**config.mk**
```make
export PLATFORM = sky130hd
export DESIGN_NAME = spi_master_byte_transfer_core
export DESIGN_NICKNAME = d
export VERILOG_FILES = /design/src/sv/spimb_pkg.sv /design/src/sv/spi_master_byte_transfer_core.sv
export SDC_FILE = /design/constraint.sdc
export NUM_CORES = 1
export LEC_CHECK = 0
export BUFFER_PORTS_ARGS = -buffer_cell sky130_fd_sc_hd__buf_2
export CAP_MARGIN = 20
export CORE_MARGIN = 3
export CORE_UTILIZATION = 50
export CTS_CLUSTER_DIAMETER = 100
export DETAILED_ROUTE_END_ITERATION = 16
export PLACE_DENSITY = 0.79
export SLEW_MARGIN = 20
export SYNTH_ARGS = -nofsm -noshare
export SYNTH_HDL_FRONTEND = slang
export SYNTH_SLANG_ARGS = --single-unit
```
**constraint.sdc**
```tcl
create_clock -name aclk -period 3.8 [get_ports aclk]
set_clock_uncertainty 0.2 [all_clocks]
set_input_delay 0.76 -clock aclk [delete_from_list [all_inputs] [get_ports aclk]]
set_output_delay 0.76 -clock aclk [all_outputs]
set_load 0.05 [all_outputs]
```
**src/sv/spimb_pkg.sv**
```systemverilog
// ----------------------------------------------------------------------------
// spimb_pkg
// Shared widths, register indexes and command codes of the SPI byte master.
// ----------------------------------------------------------------------------
package spimb_pkg;

    localparam int unsigned BYTE_W    = 8;
    localparam int unsigned HALF_W    = 7;
    localparam int unsigned BAUD_W    = 3;
    localparam int unsigned CFG_AW    = 4;
    localparam int unsigned APB_DW    = 32;

    localparam logic [BAUD_W-1:0] BAUD_RESET = 3'd7;

    // Register index as carried in paddr[3:2]
    typedef enum logic [1:0] {
        REG_BAUD_SELECT    = 2'd0,
        REG_CLOCK_POLARITY = 2'd1,
        REG_CLOCK_PHASE    = 2'd2,
        REG_LSB_FIRST      = 2'd3
    } reg_idx_t;

    typedef enum logic {
        CMD_TICK = 1'b0,
        CMD_LOAD = 1'b1
    } cmd_t;

    typedef struct packed {
        logic [BAUD_W-1:0] baud_select;
        logic              clock_polarity;
        logic              clock_phase;
        logic              lsb_first;
    } cfg_t;

endpackage

```
**src/sv/spi_master_byte_transfer_core.sv**
```systemverilog
// Each accepted item's result is registered in the output register in the next cycle.
// Throughput: one item per cycle; the frame engine updates in a single pass.
// An item is taken whenever the output register is empty or drains that cycle.
// Reset (aresetn low, synchronous): engine idle, counters and shifters cleared,
// baud_select 7, polarity, phase and bit order 0, no result pending.
// ----------------------------------------------------------------------------
// spi_master_byte_transfer_core
// Full-duplex SPI master, clock modes 0 to 3; each item is a load or one peripheral tick.
// ----------------------------------------------------------------------------
module spi_master_byte_transfer_core #(
    parameter int unsigned FRAME_BITS = 8
) (
    input  logic                              aclk,
    input  logic                              aresetn,
    // configuration port
    input  logic                              psel,
    input  logic                              penable,
    input  logic                              pwrite,
    input  logic [spimb_pkg::CFG_AW-1:0]      paddr,
    input  logic [spimb_pkg::APB_DW-1:0]      pwdata,
    output logic [spimb_pkg::APB_DW-1:0]      prdata,
    output logic                              pready,
    // input channel
    input  logic                              s_valid,
    output logic                              s_ready,
    input  logic                              s_command,
    input  logic [spimb_pkg::BYTE_W-1:0]      s_tx_byte,
    input  logic                              s_miso_level,
    // result channel
    output logic                              m_valid,
    input  logic                              m_ready,
    output logic                              m_sck_level,
    output logic                              m_mosi_level,
    output logic                              m_busy_res,
    output logic                              m_rx_valid,
    output logic [spimb_pkg::BYTE_W-1:0]      m_rx_byte
);

    localparam int unsigned EDGES  = 2 * FRAME_BITS;
    localparam int unsigned EDGE_W = $clog2(EDGES);
    localparam logic [EDGE_W-1:0] LAST_EDGE = EDGE_W'(EDGES - 1);

    // configuration
    spimb_pkg::cfg_t cfg_reg;
    spimb_pkg::cfg_t cfg_next;

    // frame engine
    logic [spimb_pkg::HALF_W-1:0] half_count_reg, half_count_next;
    logic [EDGE_W-1:0]            edge_count_reg, edge_count_next;
    logic [FRAME_BITS-1:0]        tx_shift_reg,   tx_shift_next;
    logic [FRAME_BITS-1:0]        rx_shift_reg,   rx_shift_next;
    logic                         active_reg,     active_next;
    logic                         clock_line_reg, clock_line_next;

    // output register
    logic                         m_valid_reg;
    logic                         m_sck_level_reg;
    logic                         m_mosi_level_reg;
    logic                         m_busy_res_reg;
    logic                         m_rx_valid_reg;
    logic [spimb_pkg::BYTE_W-1:0] m_rx_byte_reg;

    logic                         cfg_write;
    spimb_pkg::reg_idx_t          cfg_idx;
    logic                         in_fire;
    logic [FRAME_BITS-1:0]        tx_ext;
    logic [spimb_pkg::BYTE_W-1:0] rx_trunc;
    logic [spimb_pkg::BYTE_W:0]   half_span;
    logic [spimb_pkg::BYTE_W:0]   count_plus;
    logic                         edge_due;
    logic                         leading;
    logic                         last_edge;
    logic                         rx_valid_next;
    logic [spimb_pkg::BYTE_W-1:0] rx_byte_next;
    logic                         mosi_next;

    assign pready    = 1'b1;
    assign cfg_write = psel && penable && pwrite;
    assign cfg_idx   = spimb_pkg::reg_idx_t'(paddr[3:2]);
    assign s_ready   = !m_valid_reg || m_ready;
    assign in_fire   = s_valid && s_ready;

    always_comb begin
        prdata = '0;
        case (cfg_idx)
            spimb_pkg::REG_BAUD_SELECT:    prdata[spimb_pkg::BAUD_W-1:0] = cfg_reg.baud_select;
            spimb_pkg::REG_CLOCK_POLARITY: prdata[0] = cfg_reg.clock_polarity;
            spimb_pkg::REG_CLOCK_PHASE:    prdata[0] = cfg_reg.clock_phase;
            spimb_pkg::REG_LSB_FIRST:      prdata[0] = cfg_reg.lsb_first;
            default:                       prdata = '0;
        endcase
    end

    always_comb begin
        cfg_next = cfg_reg;
        if (cfg_write) begin
            case (cfg_idx)
                spimb_pkg::REG_BAUD_SELECT:
                    cfg_next.baud_select = pwdata[spimb_pkg::BAUD_W-1:0];
                spimb_pkg::REG_CLOCK_POLARITY: cfg_next.clock_polarity = pwdata[0];
                spimb_pkg::REG_CLOCK_PHASE:    cfg_next.clock_phase    = pwdata[0];
                spimb_pkg::REG_LSB_FIRST:      cfg_next.lsb_first      = pwdata[0];
                default:                       cfg_next = cfg_reg;
            endcase
        end
    end

    // zero-extend or truncate the load byte to the frame, and the frame to a byte
    always_comb begin
        tx_ext = '0;
        for (int i = 0; i < FRAME_BITS; i++) begin
            if (i < spimb_pkg::BYTE_W) begin
                tx_ext[i] = s_tx_byte[i];
            end
        end
    end

    // report the frame including the bit sampled on the last edge
    always_comb begin
        rx_trunc = '0;
        for (int i = 0; i < spimb_pkg::BYTE_W; i++) begin
            if (i < FRAME_BITS) begin
                rx_trunc[i] = rx_shift_next[i];
            end
        end
    end

    assign half_span  = (spimb_pkg::BYTE_W + 1)'(1) << cfg_reg.baud_select;
    assign count_plus = (spimb_pkg::BYTE_W + 1)'(half_count_reg) + 1'b1;
    assign edge_due   = count_plus >= half_span;
    assign leading    = !edge_count_reg[0];
    assign last_edge  = edge_count_reg == LAST_EDGE;

    always_comb begin
        half_count_next = half_count_reg;
        edge_count_next = edge_count_reg;
        tx_shift_next   = tx_shift_reg;
        rx_shift_next   = rx_shift_reg;
        active_next     = active_reg;
        clock_line_next = clock_line_reg;
        rx_valid_next   = 1'b0;

        if (in_fire) begin
            if (s_command == spimb_pkg::CMD_LOAD) begin
                // a load during a frame is dropped
                if (!active_reg) begin
                    tx_shift_next   = tx_ext;
                    rx_shift_next   = '0;
                    half_count_next = '0;
                    edge_count_next = '0;
                    clock_line_next = cfg_reg.clock_polarity;
                    active_next     = 1'b1;
                end
            end else if (active_reg) begin
                if (edge_due) begin
                    half_count_next = '0;
                    clock_line_next = !clock_line_reg;
                    if (leading == !cfg_reg.clock_phase) begin
                        // sample edge
                        if (cfg_reg.lsb_first) begin
                            rx_shift_next = {s_miso_level, rx_shift_reg[FRAME_BITS-1:1]};
                        end else begin
                            rx_shift_next = {rx_shift_reg[FRAME_BITS-2:0], s_miso_level};
                        end
                    end else if ((leading && edge_count_reg != '0) ||
                                 (!leading && !last_edge)) begin
                        // shift edge; the first bit is already on the line
                        if (cfg_reg.lsb_first) begin
                            tx_shift_next = {1'b0, tx_shift_reg[FRAME_BITS-1:1]};
                        end else begin
                            tx_shift_next = {tx_shift_reg[FRAME_BITS-2:0], 1'b0};
                        end
                    end
                    if (last_edge) begin
                        active_next     = 1'b0;
                        edge_count_next = '0;
                        clock_line_next = cfg_reg.clock_polarity;
                        rx_valid_next   = 1'b1;
                    end else begin
                        edge_count_next = edge_count_reg + 1'b1;
                    end
                end else begin
                    half_count_next = half_count_reg + 1'b1;
                end
            end else begin
                clock_line_next = cfg_reg.clock_polarity;
            end
        end else if (cfg_write && !active_reg) begin
            // idle clock follows the polarity register
            clock_line_next = cfg_next.clock_polarity;
        end
    end

    assign rx_byte_next = rx_valid_next ? rx_trunc : '0;
    assign mosi_next = cfg_reg.lsb_first ? tx_shift_next[0] : tx_shift_next[FRAME_BITS-1];

    always_ff @(posedge aclk) begin
        if (!aresetn) begin
            cfg_reg.baud_select    <= spimb_pkg::BAUD_RESET;
            cfg_reg.clock_polarity <= 1'b0;
            cfg_reg.clock_phase    <= 1'b0;
            cfg_reg.lsb_first      <= 1'b0;
            half_count_reg         <= '0;
            edge_count_reg         <= '0;
            tx_shift_reg           <= '0;
            rx_shift_reg           <= '0;
            active_reg             <= 1'b0;
            clock_line_reg         <= 1'b0;
            m_valid_reg            <= 1'b0;
        end else begin
            cfg_reg        <= cfg_next;
            half_count_reg <= half_count_next;
            edge_count_reg <= edge_count_next;
            tx_shift_reg   <= tx_shift_next;
            rx_shift_reg   <= rx_shift_next;
            active_reg     <= active_next;
            clock_line_reg <= clock_line_next;
            if (in_fire) begin
                m_valid_reg <= 1'b1;
            end else if (m_ready) begin
                m_valid_reg <= 1'b0;
            end
        end
    end

    always_ff @(posedge aclk) begin
        if (in_fire) begin
            m_sck_level_reg  <= clock_line_next;
            m_mosi_level_reg <= mosi_next;
            m_busy_res_reg   <= active_next;
            m_rx_valid_reg   <= rx_valid_next;
            m_rx_byte_reg    <= rx_byte_next;
        end
    end

    assign m_valid      = m_valid_reg;
    assign m_sck_level  = m_sck_level_reg;
    assign m_mosi_level = m_mosi_level_reg;
    assign m_busy_res   = m_busy_res_reg;
    assign m_rx_valid   = m_rx_valid_reg;
    assign m_rx_byte    = m_rx_byte_reg;

    a_done_not_busy : assert property (@(posedge aclk) disable iff (!aresetn)
        m_valid_reg && m_rx_valid_reg |-> !m_busy_res_reg)
        else $error("frame completion reported while still busy");

    a_rx_zero_idle : assert property (@(posedge aclk) disable iff (!aresetn)
        m_valid_reg && !m_rx_valid_reg |-> m_rx_byte_reg == '0)
        else $error("received byte nonzero without completion");

    a_idle_counters : assert property (@(posedge aclk) disable iff (!aresetn)
        !active_reg |-> edge_count_reg == '0 && half_count_reg == '0)
        else $error("counters not cleared while idle");

    a_idle_clock : assert property (@(posedge aclk) disable iff (!aresetn)
        !active_reg |-> clock_line_reg == cfg_reg.clock_polarity)
        else $error("idle serial clock differs from polarity");

    a_load_starts : assert property (@(posedge aclk) disable iff (!aresetn)
        in_fire && s_command == spimb_pkg::CMD_LOAD && !active_reg |=> active_reg)
        else $error("load while idle did not start a frame");

endmodule
```
# Word-level counts from Yosys, hierarchy flattened
# Cells that the tools add are included.
[totals]
reg_bits = 48
in_bits = 53
output_inout_bits = 47
word_cells = 105
[op_classes]
add_sub_neg = 3
magnitude_cmp = 1
n_eq_ne = 7
n_shift = 1
muxes = 50
n_reduce_logical = 26
[ops]
columns = ["operator", "n"]
rows = [
  ["$mux 8", 15],
  ["$mux 7", 4],
  ["$mux 1", 23],
  ["$mux 4", 5],
  ["$ge 8x9->1", 1],
  ["$shl 1x3->9 const A", 1],
  ["$add 7x1->8 const B", 1],
  ["$reduce_bool 2->1", 4],
  ["$add 7x1->7 const B", 1],
  ["$logic_and 1x1->1", 6],
  ["$logic_not 1->1", 6],
  ["$reduce_and 2->1", 3],
  ["$reduce_and 6->1", 1],
  ["$add 4x1->4 const B", 1],
  ["$eq 2x2->1 const B", 2],
  ["$eq 4x4->1 const B", 1],
  ["$ne 2x2->1 const B", 2],
  ["$pmux 1 s4", 1],
  ["$reduce_and 4->1", 1],
  ["$reduce_bool 4->1", 1],
  ["$mux 3", 1],
  ["$reduce_and 3->1", 1],
  ["$eq 2x1->1 const B", 1],
  ["$logic_not 2->1", 1],
  ["other kinds (3)", 4],
]

# Logic depth before layout (Yosys ltp)
# Gate-level depths: netlist of run 1.
[depth]
ltp_word = 11
depth_mapped = 13
ltp_nobuf = 11

# Worst setup path before layout of run 1
# Ideal clock, no wire load.
[synth_timing]
path_kind = "input-to-reg"
from = "input m_ready"
to = "register m_rx_byte_reg, in the netlist m_rx_byte[0] (data pin)"
setup_time_ns = 0.255
arrival_time_ns = 2.516
required_ns = 3.345
path_slack_ns = 0.829
stages = 7
path_buffers = 0
cell_sequence = "nand2b_2 nand2_2 inv_1 nand2_2 nor4_4 mux2i_1 and2_1"
[synth_via]
elab_chain_cells = 3
elab_cells_between_ends = 4
cone_classes = "mux (2); reduce/logical (2)"
[synth_rtl]
columns = ["element", "line_no", "rtl"]
rows = [
  ["from (decl)", "spi_master_byte_transfer_core.sv:31", "input logic m_ready,"],
  ["$logic_or 1x1->1 (*)", "spi_master_byte_transfer_core.sv:80", "assign s_ready = !m_valid_reg || m_ready;"],
  ["$logic_and 1x1->1 (*)", "spi_master_byte_transfer_core.sv:81", "assign in_fire = s_valid && s_ready;"],
  ["via in_fire", "spi_master_byte_transfer_core.sv:65", "logic in_fire;"],
  ["$mux 8 or $mux 1 (tied branches)", "spi_master_byte_transfer_core.sv:143", "if (in_fire) begin"],
  ["to (signal assigned)", "spi_master_byte_transfer_core.sv:232", "m_rx_byte_reg <= rx_byte_next;"],
  ["to (decl)", "spi_master_byte_transfer_core.sv:61", "logic [spimb_pkg::BYTE_W-1:0] m_rx_byte_reg;"],
]
# The timed path passes the listed nets; every way through them passes the cells marked *.
# A chain may end at the register's enable or synchronous reset.

# Worst setup path in the final report of run 1
[layout_timing]
from = "register half_count_reg[0] in the netlist's numbering"
to = "register m_rx_byte_reg, in the netlist m_rx_byte[6] (data pin)"
[layout_via]
elab_chain_cells = 6
elab_cells_between_ends = 10
cone_classes = "add/sub (1); order compare (1); mux (8)"
[layout_rtl]
columns = ["element", "line_no", "rtl"]
rows = [
  ["from (decl)", "spi_master_byte_transfer_core.sv:48", "logic [spimb_pkg::HALF_W-1:0] half_count_reg, half_count_next;"],
  ["from (signal assigned)", "spi_master_byte_transfer_core.sv:212", "half_count_reg <= half_count_next;"],
  ["$add 7x1->8 (*)", "spi_master_byte_transfer_core.sv:129", "assign count_plus = (spimb_pkg::BYTE_W + 1)'(half_count_reg) + 1'b1;"],
  ["$ge 8x9->1 (*)", "spi_master_byte_transfer_core.sv:130", "assign edge_due = count_plus >= half_span;"],
  ["$mux 8 or $mux 1 (tied branches)", "spi_master_byte_transfer_core.sv:155", "if (edge_due) begin"],
  ["$mux 8 or $mux 1 (tied branches)", "spi_master_byte_transfer_core.sv:154", "end else if (active_reg) begin"],
  ["$mux 8 or $mux 1 (tied branches)", "spi_master_byte_transfer_core.sv:144", "if (s_command == spimb_pkg::CMD_LOAD) begin"],
  ["$mux 8 or $mux 1 (tied branches)", "spi_master_byte_transfer_core.sv:143", ""],
]
# Mark *: on every way between the ends. The rest lies on a longest branch, timed or not.

==> results of run 1 <==
-- report_power, final --
part	total (mW)	internal, mW	leakage (nW)	switching, mW
clock network	0.378	0.198	0.0548	0.180
logic	0.214	0.0496	0.915	0.165
registers	0.553	0.541	0.411	0.0123
-- layer usage --
metal  wire [µm]  vias to the layer above  global-route usage, %
met5           0                        -                      0
met4          57                        0                   4.75
met3         375                        5                   3.67
met2        2660                       68                   28.1
met1        2660                     1087                   22.9
li1            -                     1173                      -
-- worst min-delay path by stage --
stage | cells after the start | to | from | slack (ns)
after floorplan | 2 | half_count_reg[6] | half_count_reg[6] | 0.24
after global placement | 2 | half_count_reg[6] | half_count_reg[6] | 0.25
after detailed placement | 2 | half_count_reg[6] | half_count_reg[6] | 0.26
after CTS | 2 | half_count_reg[6] | half_count_reg[6] | 0.27
after global routing | 2 | half_count_reg[6] | half_count_reg[6] | 0.31
final | 2 | half_count_reg[6] | half_count_reg[6] | 0.27
-- worst max-delay path: stages, from the launching register on --
cell and delay [ns]:
dfxtp_1 0.43, ha_1 0.24, nand2_1 0.07, nor2_1 0.11, xor2_1 0.23, ha_1 0.28
a21o_1 0.17, a221oi_1 0.37, o21a_1 0.46, nor4_4 0.08, buf_4 0.20, mux2_4 0.31
nor2_1 0.12
-- area by class of cell --
cell class | instances | area [µm²] | area share (%)
multi-input combinational | 253 | 1670 | 51.8
tap | 72 | 90.1 | 2.79
sequential | 48 | 1080 | 33.5
timing repair buffer | 43 | 228 | 7.06
inverter | 11 | 41.3 | 1.28
clock buffer | 5 | 68.8 | 2.13
clock inverter | 3 | 46.3 | 1.44
-- cell families after synthesis --
group	Yosys count	synth area share (%)
buffers and inverters	55	11.0
flip-flops	48	36.4
multiplexers	30	11.0
AND/OR/NAND/NOR	118	21.8
other	2	0.253
XOR/XNOR	5	1.48
AO/OA/AOI/OAI	58	12.9
adder cells (fa/ha/maj)	12	5.06
-- cell usage in the layout, fill, tap and decap left out, drive strengths merged, types with 3 or more instances in the layout --
| master | n |
|---|---|
| a21boi | 4 |
| a21o | 4 |
| a21oi | 11 |
| a22oi | 3 |
| a31oi | 4 |
| a32oi | 6 |
| and2 | 17 |
| and3 | 6 |
| buf | 43 |
| clkbuf | 5 |
| conb | 30 |
| dfxtp | 36 |
| edfxtp | 12 |
| ha | 12 |
| inv | 12 |
| mux2 | 9 |
| mux2i | 20 |
| nand2 | 33 |
| nand2b | 7 |
| nand3 | 19 |
| nand3b | 4 |
| nor2 | 9 |
| nor2b | 11 |
| nor3 | 3 |
| o21ai | 14 |
| or3b | 3 |
| xor2 | 3 |
==> flow_summary_export.csv, run 1 <==
group,metric,value,unit
synth,synthFlopType,"dfxtp_1",
synth,syn_area,2970,µm²
layout,drive_gt1_share,19.3,%
power_and_ir_drop,p_total,1.15,mW
clock_tree,clock-sinks,48,
drt,ant_nets,0,
layout,layout.cells.non_filler,435,
die,die_y,83.1,µm
drt,dr.first_iter.drc_count,94,
worst_setup_path,crit_required,3.76,ns
clock_tree,clk_path_buf_depth,2,
worst_setup_path,startpoint,"half_count_reg[0]",
synth,synth_most_common_cell,"dfxtp_1",
place,post-place-ws,0.338,ns
clock_tree,ctsHtreeMaxLevel,2,
clock_tree,post_cts_resized,0,
clock_tree,cts.reportedPaths.clkPinSlew,0.10,ns
layout,n_antenna_cell,0,
die,initial_core_util,52.6,%
die,die_width,83.1,µm
timing,finalWorstSetupSlack,0.394,ns
synth,synth_common_cells,"dfxtp_1, buf_4, nand2_1, mux2i_1, nand3_1",
drt,route.vias.total,2333,
timing,finalHoldViolCount,0,
layout,fin_nets,427,
worst_setup_path,worstReg2RegStart,"half_count_reg[0]",
global_routing,globalRouteOverflowTotal,0,
die,core_area,5640,µm²
timing,fmaxAchievable,0.294,GHz
synth,async_flop_share,0,%
worst_setup_path,crit_fanout,11,
layout,syn2layout_area_growth,8.64,%
die,ioPinCount,100,
synth,syn_inst,328,
die,num_rows,27,
hold_path,hold_path_class,"reg2reg",
place,port_buffers,38,
layout,fillerInstances,512,
place,gp_congestion,0.817,
power_and_ir_drop,p_per_area,355,nW/µm²
timing,timing.hold.ws,0.273,ns
timing,report.final.slew_viol_count,0,
worst_setup_path,arrival,3.37,ns
place,dpl_cell_area,3110,µm²
clock_tree,cts_buffers,5,
drt,drc,0,
synth,ys_ff_latch,48,
worst_setup_path,reg2reg_depth,12,
timing,finalSetupViolations,0,
synth,synth-seq-area-share,36.4,%
synth,synth.avg_cell_area,9.05,µm²
drt,routed_wl,5750,µm
worst_setup_path,start_kind,"flip-flop",
worst_setup_path,crit_end,"m_rx_byte[6]",
global_routing,grt_usage,17.2,%
layout,stdcell_area,3230,µm²
worst_setup_path,critPathKind,"reg2reg",
status,outcome,"finished, final reports clean",
power_and_ir_drop,ir_worst_vdd,0.197,mV
drt,wl_per_cell,13.2,µm
drt,vias_per_cell,5.36,
synth,synth_top_area_share,24.3,%
timing,min_period_over_period,89.6,%
timing,worstMarginPinSlew,0.697,ns
worst_setup_path,r2r_end,"m_rx_byte[6]",
clock_tree,postCtsHoldBufs,0,
power_and_ir_drop,leakage,1.38,nW
place,dp.cells,427,
synth,synth_edf_count,12,
clock_tree,cts_tree,"done",
worst_setup_path,reg2reg_slack,0.39,ns
worst_setup_path,cp-end-kind,"flip-flop",
timing,min_period,3.41,ns
global_routing,grt_max_degree,32,
clock_tree,postCtsSetupBuffers,0,
die,design.die.area,6900,µm²
run,max-cap-violations,0,
clock_tree,root_buffer,"clkbuf_8",
timing,slew_headroom,53.3,%
global_routing,antenna_found_initial,0,
timing,rsz0062_at_grt,"no",
place,dp_hpwl,4250,µm
layout,post-route-util,57.2,%
synth,synth_area_leaders,"dfxtp_1, edfxtp_1, buf_4",
drt,dr.pass1.iters,4,
synth,synth.distinct_cells,47,
global_routing,grt_pass1_wl,10000,µm
synth,synth_top_area_cell,"dfxtp_1",
synth,ys_warn_count,0,
global_routing,grt_pass1_vias,2201,
clock_tree,insertion_delay,0.30,ns
timing,tns,0,ns
Power figures use the tool's default switching activity.
==> run 2, diff against run 1 <==
--- a/config.mk
+++ b/config.mk
@@ -7,11 +7,13 @@
 export LEC_CHECK = 0
 export BUFFER_PORTS_ARGS = -buffer_cell sky130_fd_sc_hd__buf_2
 export CAP_MARGIN = 20
+export CELL_PAD_IN_SITES_DETAIL_PLACEMENT = 1
+export CELL_PAD_IN_SITES_GLOBAL_PLACEMENT = 1
 export CORE_MARGIN = 3
-export CORE_UTILIZATION = 50
+export CORE_UTILIZATION = 37
 export CTS_CLUSTER_DIAMETER = 100
 export DETAILED_ROUTE_END_ITERATION = 16
-export PLACE_DENSITY = 0.79
+export PLACE_DENSITY_LB_ADDON = 0.1
 export SLEW_MARGIN = 20
 export SYNTH_ARGS = -nofsm -noshare
 export SYNTH_HDL_FRONTEND = slang
==> run 2 against run 1 <==
Against the previous run:
- global-route usage is 2.2 points lower
- cell area increased by 1.4%
- via count grew 0.60%
- clock power grew 5%
- setup slack worse by 0.084 ns
- clock-buffer cell count did not move
- fmax decreased by 2.4%
- critical path depth down 1
- first-iteration DRC count decreased by 35%
- die area up 32%
- combinational power about the same
- non-clock buffer count increased by 1
- critical path type unchanged
- largest cell class unchanged
==> flow_summary_export.csv, run 2 (synthesis gave the netlist of run 1 again) <==
group,metric,value,unit
timing,finalHoldViolCount,0,
worst_setup_path,r2r_end,"m_mosi_level",
worst_setup_path,arrival,3.34,ns
layout,final_cell_mix,"buf_2, dfxtp_1, nand2_1",
layout,layout_commonest_cell,"buf_2",
power_and_ir_drop,p_per_area,357,nW/µm²
timing,fmaxAchievable,0.287,GHz
clock_tree,postCtsSetupBuffers,0,
hold_path,hold_path_class,"reg2reg",
clock_tree,clk_path_buf_depth,2,
global_routing,globalRouteOverflowTotal,0,
worst_setup_path,critPathMostFrequentCell,"ha_1",
place,dp.cells,458,
die,die_width,95.6,µm
worst_setup_path,crit_required,3.65,ns
worst_setup_path,cp-end-kind,"flip-flop",
layout,layout.cells.non_filler,466,
drt,routed_wl,6780,µm
worst_setup_path,cpLargestDelayFamily,"compound AO/OA/AOI/OAI gates",
timing,tns,0,ns
worst_setup_path,slowest_delay,0.49,ns
hold_path,hold_path_end,"half_count_reg[4]",
worst_setup_path,reg2reg_depth,11,
worst_setup_path,crit_fanout,11,
clock_tree,root_buffer,"clkbuf_8",
hold_path,min_from,"half_count_reg[4]",
drt,dr.first_iter.drc_count,61,
layout,fin_nets,428,
timing,worstMarginPinSlew,0.794,ns
clock_tree,postCtsHoldBufs,0,
clock_tree,clock-sinks,48,
timing,finalWorstSetupSlack,0.310,ns
hold_path,hold_depth,2,
timing,timing.hold.ws,0.280,ns
power_and_ir_drop,ir_worst_vdd,0.137,mV
timing,min_period,3.49,ns
drt,ant_nets,0,
die,num_rows,32,
clock_tree,insertion_delay,0.31,ns
die,ioPinCount,100,
global_routing,grt_pass1_wl,10900,µm
clock_tree,ctsHtreeMaxLevel,2,
global_routing,grt_max_degree,32,
die,design.die.area,9140,µm²
worst_setup_path,start_kind,"flip-flop",
timing,report.final.slew_viol_count,0,
timing,slew_headroom,46.8,%
worst_setup_path,worstReg2RegStart,"half_count_reg[0]",
die,core_area,7770,µm²
drt,drc,0,
timing,min_period_over_period,91.8,%
worst_setup_path,critPathSlowestCell,"o21a_1",
power_and_ir_drop,leakage,1.39,nW
place,gp_congestion,0.753,
layout,syn2layout_area_growth,10.2,%
layout,fillerInstances,924,
drt,wl_per_cell,14.5,µm
drt,dr.pass1.iters,4,
place,dp_hpwl,5050,µm
layout,n_antenna_cell,0,
clock_tree,post_cts_resized,0,
worst_setup_path,crit_buf_inv,0,
clock_tree,cts.reportedPaths.clkPinSlew,0.10,ns
worst_setup_path,reg2reg_slack,0.31,ns
global_routing,antenna_found_initial,0,
global_routing,grt_usage,14.9,%
layout,drive_gt1_share,19.5,%
drt,vias_per_cell,5.04,
timing,rsz0062_at_grt,"no",
global_routing,grt_pass1_vias,2282,
run,max-cap-violations,0,
place,port_buffers,38,
place,post-place-ws,0.246,ns
clock_tree,cts_buffers,5,
clock_tree,cts_tree,"done",
timing,finalSetupViolations,0,
worst_setup_path,critPathKind,"reg2reg",
worst_setup_path,crit_chain,"ha_1 > nand2_1 > nor2_1 > xor2_1 > ha_1 > a21o_1 > a221oi_1 > o21a_1 > nor4_1 > a311oi_1 > mux2i_1",
die,die_y,95.6,µm
die,initial_core_util,38.2,%
drt,route.vias.total,2347,
status,outcome,"finished, final reports clean",
==> run 2: cell types whose count changed in the layout (fill, tap and decap cells not counted) <==
cell / before / now
buf_4: 5 / 6
==> run 2: power breakdown <==
part           switching [mW]  leakage [nW]  internal, mW  total (mW)
logic                   0.167         0.920        0.0498       0.217
registers              0.0128         0.411         0.541       0.554
clock network           0.197        0.0548         0.199       0.396
total                   0.377          1.39         0.789        1.17
==> run 2: worst max path at each step <==
| stage | from | to | slack, ns | depth (start not counted) |
|---|---|---|---|---|
| 2_1_floorplan | m_ready | m_rx_byte[0] | 0.83 | 7 |
| 3_3_place_gp | half_count_reg[0] | tx_shift_reg[4] | 0.24 | 11 |
| 3_5_place_dp | half_count_reg[0] | m_mosi_level | 0.25 | 11 |
| 4_1_cts | half_count_reg[0] | m_mosi_level | 0.24 | 11 |
| 5_1_grt | half_count_reg[0] | m_mosi_level | 0.02 | 11 |
| 6_report | half_count_reg[0] | m_mosi_level | 0.31 | 11 |
==> run 2: final cells by class <==
cell class	instances	area, µm²	share of cell area, %
sequential	48	1080	33.1
clock inverter	3	46.3	1.42
multi-input combinational	253	1670	51.1
timing repair buffer	44	235	7.19
inverter	11	41.3	1.26
tap	102	128	3.90
clock buffer	5	68.8	2.10
==> run 2: routing by layer <==
| layer | vias up | share of wire [%] | global-route usage, % |
|---|---|---|---|
| met1 | 1124 | 49 | 20.5 |
| li1 | 1167 | - | - |
| met2 | 50 | 46 | 24.3 |
| met3 | 6 | 4.2 | 2.92 |
| met5 | - | 0 | 0 |
| met4 | 0 | 0.89 | 3.20 |
==> run 2: worst register-to-register path, stage by stage, from the launching register on <==
cell and delay [ns]:
dfxtp_1 0.43, ha_1 0.25, nand2_1 0.07, nor2_1 0.11, xor2_1 0.23, ha_1 0.28
a21o_1 0.16, a221oi_1 0.37, o21a_1 0.50, nor4_1 0.11, a311oi_1 0.39, mux2i_1 0.13
==> run 2: per-stage QoR <==
step                      utilization (%)  cell area [µm²]  power (mW)
after floorplan                         -             3070       0.759
after global placement               40.6             3150       0.780
after detailed placement             40.6             3160       0.784
after CTS                            42.1             3270        1.18
after global routing                 42.1             3270        1.22
final                                42.1             3270        1.17
==> run 3, diff against run 2 <==
==> constraint.sdc (replaced) <==
create_clock -name aclk -period 3.8 [get_ports aclk]
set_clock_uncertainty 0.2 [all_clocks]
set_input_delay 1.14 -clock aclk [delete_from_list [all_inputs] [get_ports aclk]]
set_output_delay 1.14 -clock aclk [all_outputs]
set_load 0.05 [all_outputs]
==> run 3 against run 2 <==
Against the previous run:
- die area unchanged
- routed wire length decreased by 1.3%
- highest routed layer unchanged
- register-to-register slack improved by 0.08 ns
- global-route usage increased by 0.27 points
- fmax increased by 2.3%
==> flow_summary_export.csv, run 3 (synthesis gave the netlist of run 1 again) <==
group,metric,value,unit
status,outcome,"finished, final reports clean",
layout,syn2layout_area_growth,10.2,%
layout,layout_commonest_cell,"buf_2",
drt,ant_nets,0,
worst_setup_path,cp-end-kind,"flip-flop",
power_and_ir_drop,p_per_area,356,nW/µm²
timing,min_period_over_period,89.7,%
layout,fin_nets,428,
clock_tree,clk_path_buf_depth,2,
worst_setup_path,crit_fanout,11,
timing,slew_headroom,48.2,%
clock_tree,insertion_delay,0.31,ns
clock_tree,clock-sinks,48,
global_routing,grt_usage,15.2,%
layout,drive_gt1_share,19.8,%
layout,final_cell_mix,"buf_2, dfxtp_1, nand2_1",
global_routing,grt_pass1_wl,11000,µm
die,die_y,95.6,µm
hold_path,min_from,"half_count_reg[4]",
die,initial_core_util,38.2,%
timing,min_period,3.41,ns
global_routing,globalRouteOverflowTotal,0,
die,num_rows,32,
layout,n_antenna_cell,0,
timing,fmaxAchievable,0.293,GHz
global_routing,grt_pass1_vias,2212,
global_routing,antenna_found_initial,0,
drt,route.vias.total,2320,
timing,rsz0062_at_grt,"no",
hold_path,hold_path_end,"half_count_reg[4]",
drt,wl_per_cell,14.4,µm
worst_setup_path,reg2reg_slack,0.39,ns
hold_path,hold_depth,2,
place,dp_hpwl,4960,µm
die,die_width,95.6,µm
worst_setup_path,worstReg2RegStart,"half_count_reg[0]",
drt,dr.pass1.iters,4,
worst_setup_path,reg2reg_depth,11,
timing,finalHoldViolCount,0,
timing,report.final.slew_viol_count,0,
power_and_ir_drop,leakage,1.39,nW
worst_setup_path,r2r_end,"m_mosi_level",
die,design.die.area,9140,µm²
timing,worstMarginPinSlew,0.772,ns
worst_setup_path,arrival,3.26,ns
clock_tree,cts_buffers,5,
drt,vias_per_cell,4.98,
die,ioPinCount,100,
place,gp_congestion,0.728,
hold_path,hold_path_class,"reg2reg",
timing,finalSetupViolations,0,
global_routing,grt_max_degree,32,
place,port_buffers,38,
worst_setup_path,crit_required,3.65,ns
drt,dr.first_iter.drc_count,34,
drt,drc,0,
power_and_ir_drop,ir_worst_vdd,0.217,mV
worst_setup_path,start_kind,"flip-flop",
clock_tree,cts_tree,"done",
clock_tree,cts.reportedPaths.clkPinSlew,0.10,ns
layout,layout.cells.non_filler,466,
drt,routed_wl,6690,µm
worst_setup_path,critPathKind,"reg2reg",
timing,tns,0,ns
layout,fillerInstances,961,
die,core_area,7770,µm²
clock_tree,root_buffer,"clkbuf_8",
clock_tree,ctsHtreeMaxLevel,2,
place,dp.cells,458,
run,max-cap-violations,0,
## run 3: cell counts in the layout (fill, tap and decap cells not counted)
No cell type changed its count.
## run 3: how the worst max path moves through the flow
stage | depth (start not counted) | from | endpoint
floorplan | 7 | m_ready | m_rx_byte[0]
global placement | 11 | half_count_reg[0] | tx_shift_reg[4]
detailed placement | 11 | half_count_reg[0] | m_mosi_level
CTS | 11 | half_count_reg[0] | m_mosi_level
global route | 11 | half_count_reg[0] | m_mosi_level
finish | 11 | half_count_reg[0] | m_mosi_level
## run 3: report_power, final
part / total (mW) / internal (mW) / leakage, nW / switching [mW]
Sequential: 0.553 / 0.541 / 0.411 / 0.0128
Combinational: 0.218 / 0.0508 / 0.920 / 0.168
Clock: 0.393 / 0.199 / 0.0548 / 0.194
Total: 1.16 / 0.790 / 1.39 / 0.374
## run 3: timing repair
item,in CTS,in global routing
hold buffers,0,0
hold endpoints to repair,0,0
setup endpoints to repair,0,1
gates resized for setup,0,1
setup buffers,0,0
## run 3: layer usage
metal	track usage [%]	part of all wire, %	vias to the layer above
li1	-	-	1169
met4	4.27	1.0	0
met2	24.2	44	50
met5	0	0	-
met1	21.4	51	1095
met3	2.13	3.7	6
## run 3: final cells by class
class	instances	area [µm²]	share of cell area [%]
clock buffers	5	68.8	2.10
clock inverters	3	46.3	1.41
inverters	11	41.3	1.26
multi-input cells	253	1670	51.1
flip-flops and latches	48	1080	33.0
well taps	102	128	3.90
repair buffers	44	235	7.19
## run 3: worst max-delay path: stages, from the launching register on
cell and delay (ns):
dfxtp_1 0.44, ha_1 0.25, nand2_1 0.07, nor2_1 0.11, xor2_1 0.24, ha_1 0.29, a21o_1 0.16, a221oi_1 0.40
o21a_2 0.37, nor4_1 0.09, a311oi_1 0.38, mux2i_1 0.14
## run 3: stage by stage
stage | utilization (%) | hold slack [ns] | area (µm²) | setup WS, ns | power [mW]
3_5_place_dp | 40.6 | 0.268 | 3160 | 0.253 | 0.784
2_1_floorplan | - | 0.243 | 3070 | 0.449 | 0.759
6_report | 42.1 | 0.277 | 3270 | 0.390 | 1.16
5_1_grt | 42.1 | 0.311 | 3270 | 0.118 | 1.22
4_1_cts | 42.1 | 0.283 | 3270 | 0.243 | 1.19
3_3_place_gp | 40.6 | 0.253 | 3150 | 0.233 | 0.780
